`src/hdl/gbsp_mul.sv`:
```
// Shared registered multiplier used for stride and cell index setup.
module gbsp_mul #(
  parameter int AW = 17,
  parameter int BW = 17
) (
  input  logic             clk,
  input  logic [AW-1:0]    a,
  input  logic [BW-1:0]    b,
  output logic [AW+BW-1:0] p_r
);
  always_ff @(posedge clk) begin
    p_r <= a * b;
  end
endmodule

```
`config.mk`:
```
export PLATFORM = sky130hd
export DESIGN_NAME = gbsp_mul
export DESIGN_NICKNAME = d
export VERILOG_FILES = /design/src/hdl/gbsp_mul.sv
export SDC_FILE = /design/constraint.sdc
export NUM_CORES = 1
export LEC_CHECK = 0
export ABC_AREA = 1
export ABC_CLOCK_PERIOD_IN_PS = 6800
export BUFFER_PORTS_ARGS = -buffer_cell sky130_fd_sc_hd__buf_2
export CORE_AREA = 2 2 216 218
export DETAILED_ROUTE_END_ITERATION = 7
export DIE_AREA = 0 0 218 220
export GPL_ROUTABILITY_DRIVEN = 0
export SLEW_MARGIN = 20
export SYNTH_ARGS = -nofsm -noshare
export SYNTH_HDL_FRONTEND = slang
export SYNTH_SLANG_ARGS = --single-unit
```
`constraint.sdc`:
```
create_clock -name clk -period 6.8 [get_ports clk]
set_clock_uncertainty 0.15 [all_clocks]
set_input_delay 1.36 -clock clk [delete_from_list [all_inputs] [get_ports clk]]
set_output_delay 1.36 -clock clk [all_outputs]
set_load 0.005 [all_outputs]
```
Yosys cells after proc, flatten, opt, wreduce, memory -nomap -nowiden:

Cells that the tools add are included.

* multipliers: 1

Operators by type and width (number)
* $mul A17 B17 Y34: 1

* register bits after elaboration: 34
* logic and storage cells: 2
* output and inout bits: 34
* bits of input ports: 35

Longest topological paths before layout:

* word-level depth: 1
* gate-level depth with buffers: 27
* mapped depth without buffers: 25

Worst setup path after synthesis:

No wires, ideal clock.

* path type: in2reg
* start: in a[7]
* end: reg p_r[27]
* path buffers: 2
* stages on the path: 25
* library setup time: 0.112 ns
* arrival time: 6.124 ns
* data required time: 6.538 ns
* setup slack: 0.413 ns
* cells stage by stage: clkbuf_1 -> clkbuf_1 -> nand2_1 -> fa_1 -> inv_1 -> fa_1 -> inv_1 -> fa_1 -> inv_1 -> fa_1 -> fa_1 -> inv_1 -> fa_1 -> inv_1 -> ha_1 -> nand2_1 -> inv_2 -> nand2_1 -> inv_1 -> a21oi_1 -> nand2_2 -> nand2_2 -> nand2_1 -> nand2_1 -> nand2_1

* longest elaborated chain between the ends: 1

RTL lines
* start, declared: line 7 `input logic [AW-1:0] a,`
* $mul A17 B17 Y34: line 12 `p_r <= a * b;`
* end signal, assigned: line 12
* end, declared: line 9 `output logic [AW+BW-1:0] p_r`

Every way passes these cells.

Worst setup path after layout:

* start: in a[7]
* end: reg p_r[16]

The elaborated chain is that of the path after synthesis.

==> flow_summary.toml <==
[outcome]
run_status = "finished, final reports clean"

[clock_tree]
cts_buffer_depth = 2
cts_resized = 0
cts_sinks = 34
cts_root_buf = "clkbuf_16"
numCtsBuffers = 5
cts_hold_buf = 0
cts_max_level = 2
cts_setup_buffers = 0
clk_pin_slew_ns = 0.06
cts_tree = "built"

[cells_and_area]
area_growth_syn_to_layout_pct = 9.78
largest_reg_flops = 34
reg_top3 = "p_r x34"
finalNonFillerCells = 2173
fin_nets = 1932
final_util_pct = 26.9
drive_gt1_share_pct = 8.11
top_register = "p_r"
diodes = 0

[run]
max_cap_violations = 0

[worst_setup_path]
path_cells = "buf_2, nand2_1, fa_1, inv_1, fa_1, inv_1, fa_1, inv_1, fa_1, fa_1, inv_1, fa_1, inv_1, ha_1, nand2_2, nor2_1, nand3_1, nand2_1, xor2_1"
required_ns = 6.81
critPathMaxFanout = 17
cp-end-kind = "register"
crit_path_frequent_cell = "fa_1"
path_class = "in2reg"
start_kind = "input pin"
crit_path_max_incr_delay_ns = 0.55
cp_slowest_cell = "fa_1"
crit_arrival_ns = 6.38

[grt]
grt_max_degree = 18
first_global_vias = 9571
grtUsageTotal_pct = 13.0
grt-ovfl-total = 0
grt_first_pass_wirelength_um = 49500
antenna_found_initial = 0

[synth]
ys_seq_area_share_pct = 6.05
synth_commonest_cells = "inv_1, nand2_1, fa_1"
synth_area_um2 = 11300
syn_inst = 1544
synth_top_area_share_pct = 39.8
synth-seq-cells = 34
yosysWarningCount = 0
yosysTopAreaCell = "fa_1"
yosysMostFrequentCell = "inv_1"
synth_area_leaders = "fa_1, inv_1, nand2_1"
synth-main-ff-cell = "dfxtp_1"
async_reset_ff_share_pct = 0
synth.avg_cell_area_um2 = 7.29
ys_types = 24
synth_nets = 1911
synth_edf_count = 0

[timing]
hold_violations = 0
tightest_slew_ns = 0.462
period_needed_ns = 6.36
fmax_ghz = 0.157
final-setup-viol-count = 0
maxSlewViolCount = 0
max-slew-margin-rel_pct = 69.2
fin_crit_sh_pct = 93.6
setup_tns_ns = 0
rsz0062_at_grt = "no"

[die]
start_util_pct = 24.5
ios = 69
die_h_um = 220
rows = 79
die_area_um2 = 48000
die_w_um = 218
core_area_um2 = 45900

[drt]
first_iter_violations = 369
antenna_left = 0
drc = 0
routed_wl_um = 29400
vias = 8934
drt_pass1_iterations = 5
wl_per_cell_um = 13.5
vias_per_cell = 4.11

[min_path]
hold_path_class = "in2reg"

[place]
dp_hpwl_um = 25900
dp.cells = 2165
port_buffers = 68
[layout make-up]
class,count,area (um2)
flip-flops and latches,34,681
clock inverters,2,12.5
multi-input cells,943,8450
well taps,607,759
clock buffers,6,139
fillers,5033,33500
repair buffers,82,445
inverters,499,1870
[through the flow]
step                hold WS, ns  instance area, um2  setup WS (ns)
CTS                        1.36               12400          0.388
finish                     1.38               12400          0.436
global route               1.43               12400          0.123
global placement           1.59               12200          0.101
floorplan                  1.49               11300          0.413
detailed placement         1.59               12200          0.101
[cell families after synthesis]
family | share of synthesized area, %
DFF | 6.05
and+or+nand+nor | 20.4
AOI/OAI and AO/OA | 1.58
buffers and inverters | 18.9
adders and majority gates | 51.8
xor gates and xnor gates | 1.24
[placed cells by master (no fill, tap or decap)]
cell / Yosys / routed
nor3_2: 2 / 2
buf_2: 0 / 68
buf_4: 0 / 14
clkbuf_8: 0 / 1
clkinvlp_4: 0 / 1
clkinv_2: 0 / 1
o21bai_1: 4 / 4
inv_2: 3 / 3
inv_1: 496 / 496
o21bai_4: 1 / 1
nor2_2: 3 / 3
o21ai_0: 1 / 1
clkbuf_16: 0 / 5
nand2_2: 18 / 18
dfxtp_1: 34 / 34
nor2_1: 36 / 36
fa_1: 224 / 224
a21oi_4: 1 / 1
xor2_1: 13 / 13
nor3_4: 1 / 1
xnor2_1: 3 / 3
a21o_1: 1 / 1
nand4_1: 5 / 5
a21oi_1: 20 / 20
nand3_2: 6 / 6
nor2_4: 2 / 2
ha_1: 108 / 108
nand2_1: 475 / 475
nand3_1: 19 / 19
[worst max-delay path, delay by kind of cell]
kind | cells | cell delay (ns)
xor+xnor | 1 | 0.31
fa+ha+maj | 7 | 3.38
buf+inv | 6 | 0.61
simple gates | 5 | 0.71
[path summary, 6_finish.rpt]
path	from	to	slack (ns)	cells past startpoint
min	b[0]	p_r[0]	1.38	3
max	a[7]	p_r[16]	0.44	19
[metal layers]
layer	track usage [%]	vias to the layer above	part of all wire (%)
li1	-	4302	-
met1	16.1	4377	41
met2	24.2	223	52
met3	1.35	32	4.9
met4	2.86	0	2.0
met5	0	-	0
Power is not shown: default switching activity piles up to over one toggle a cycle in this logic, so the estimate is an artifact.
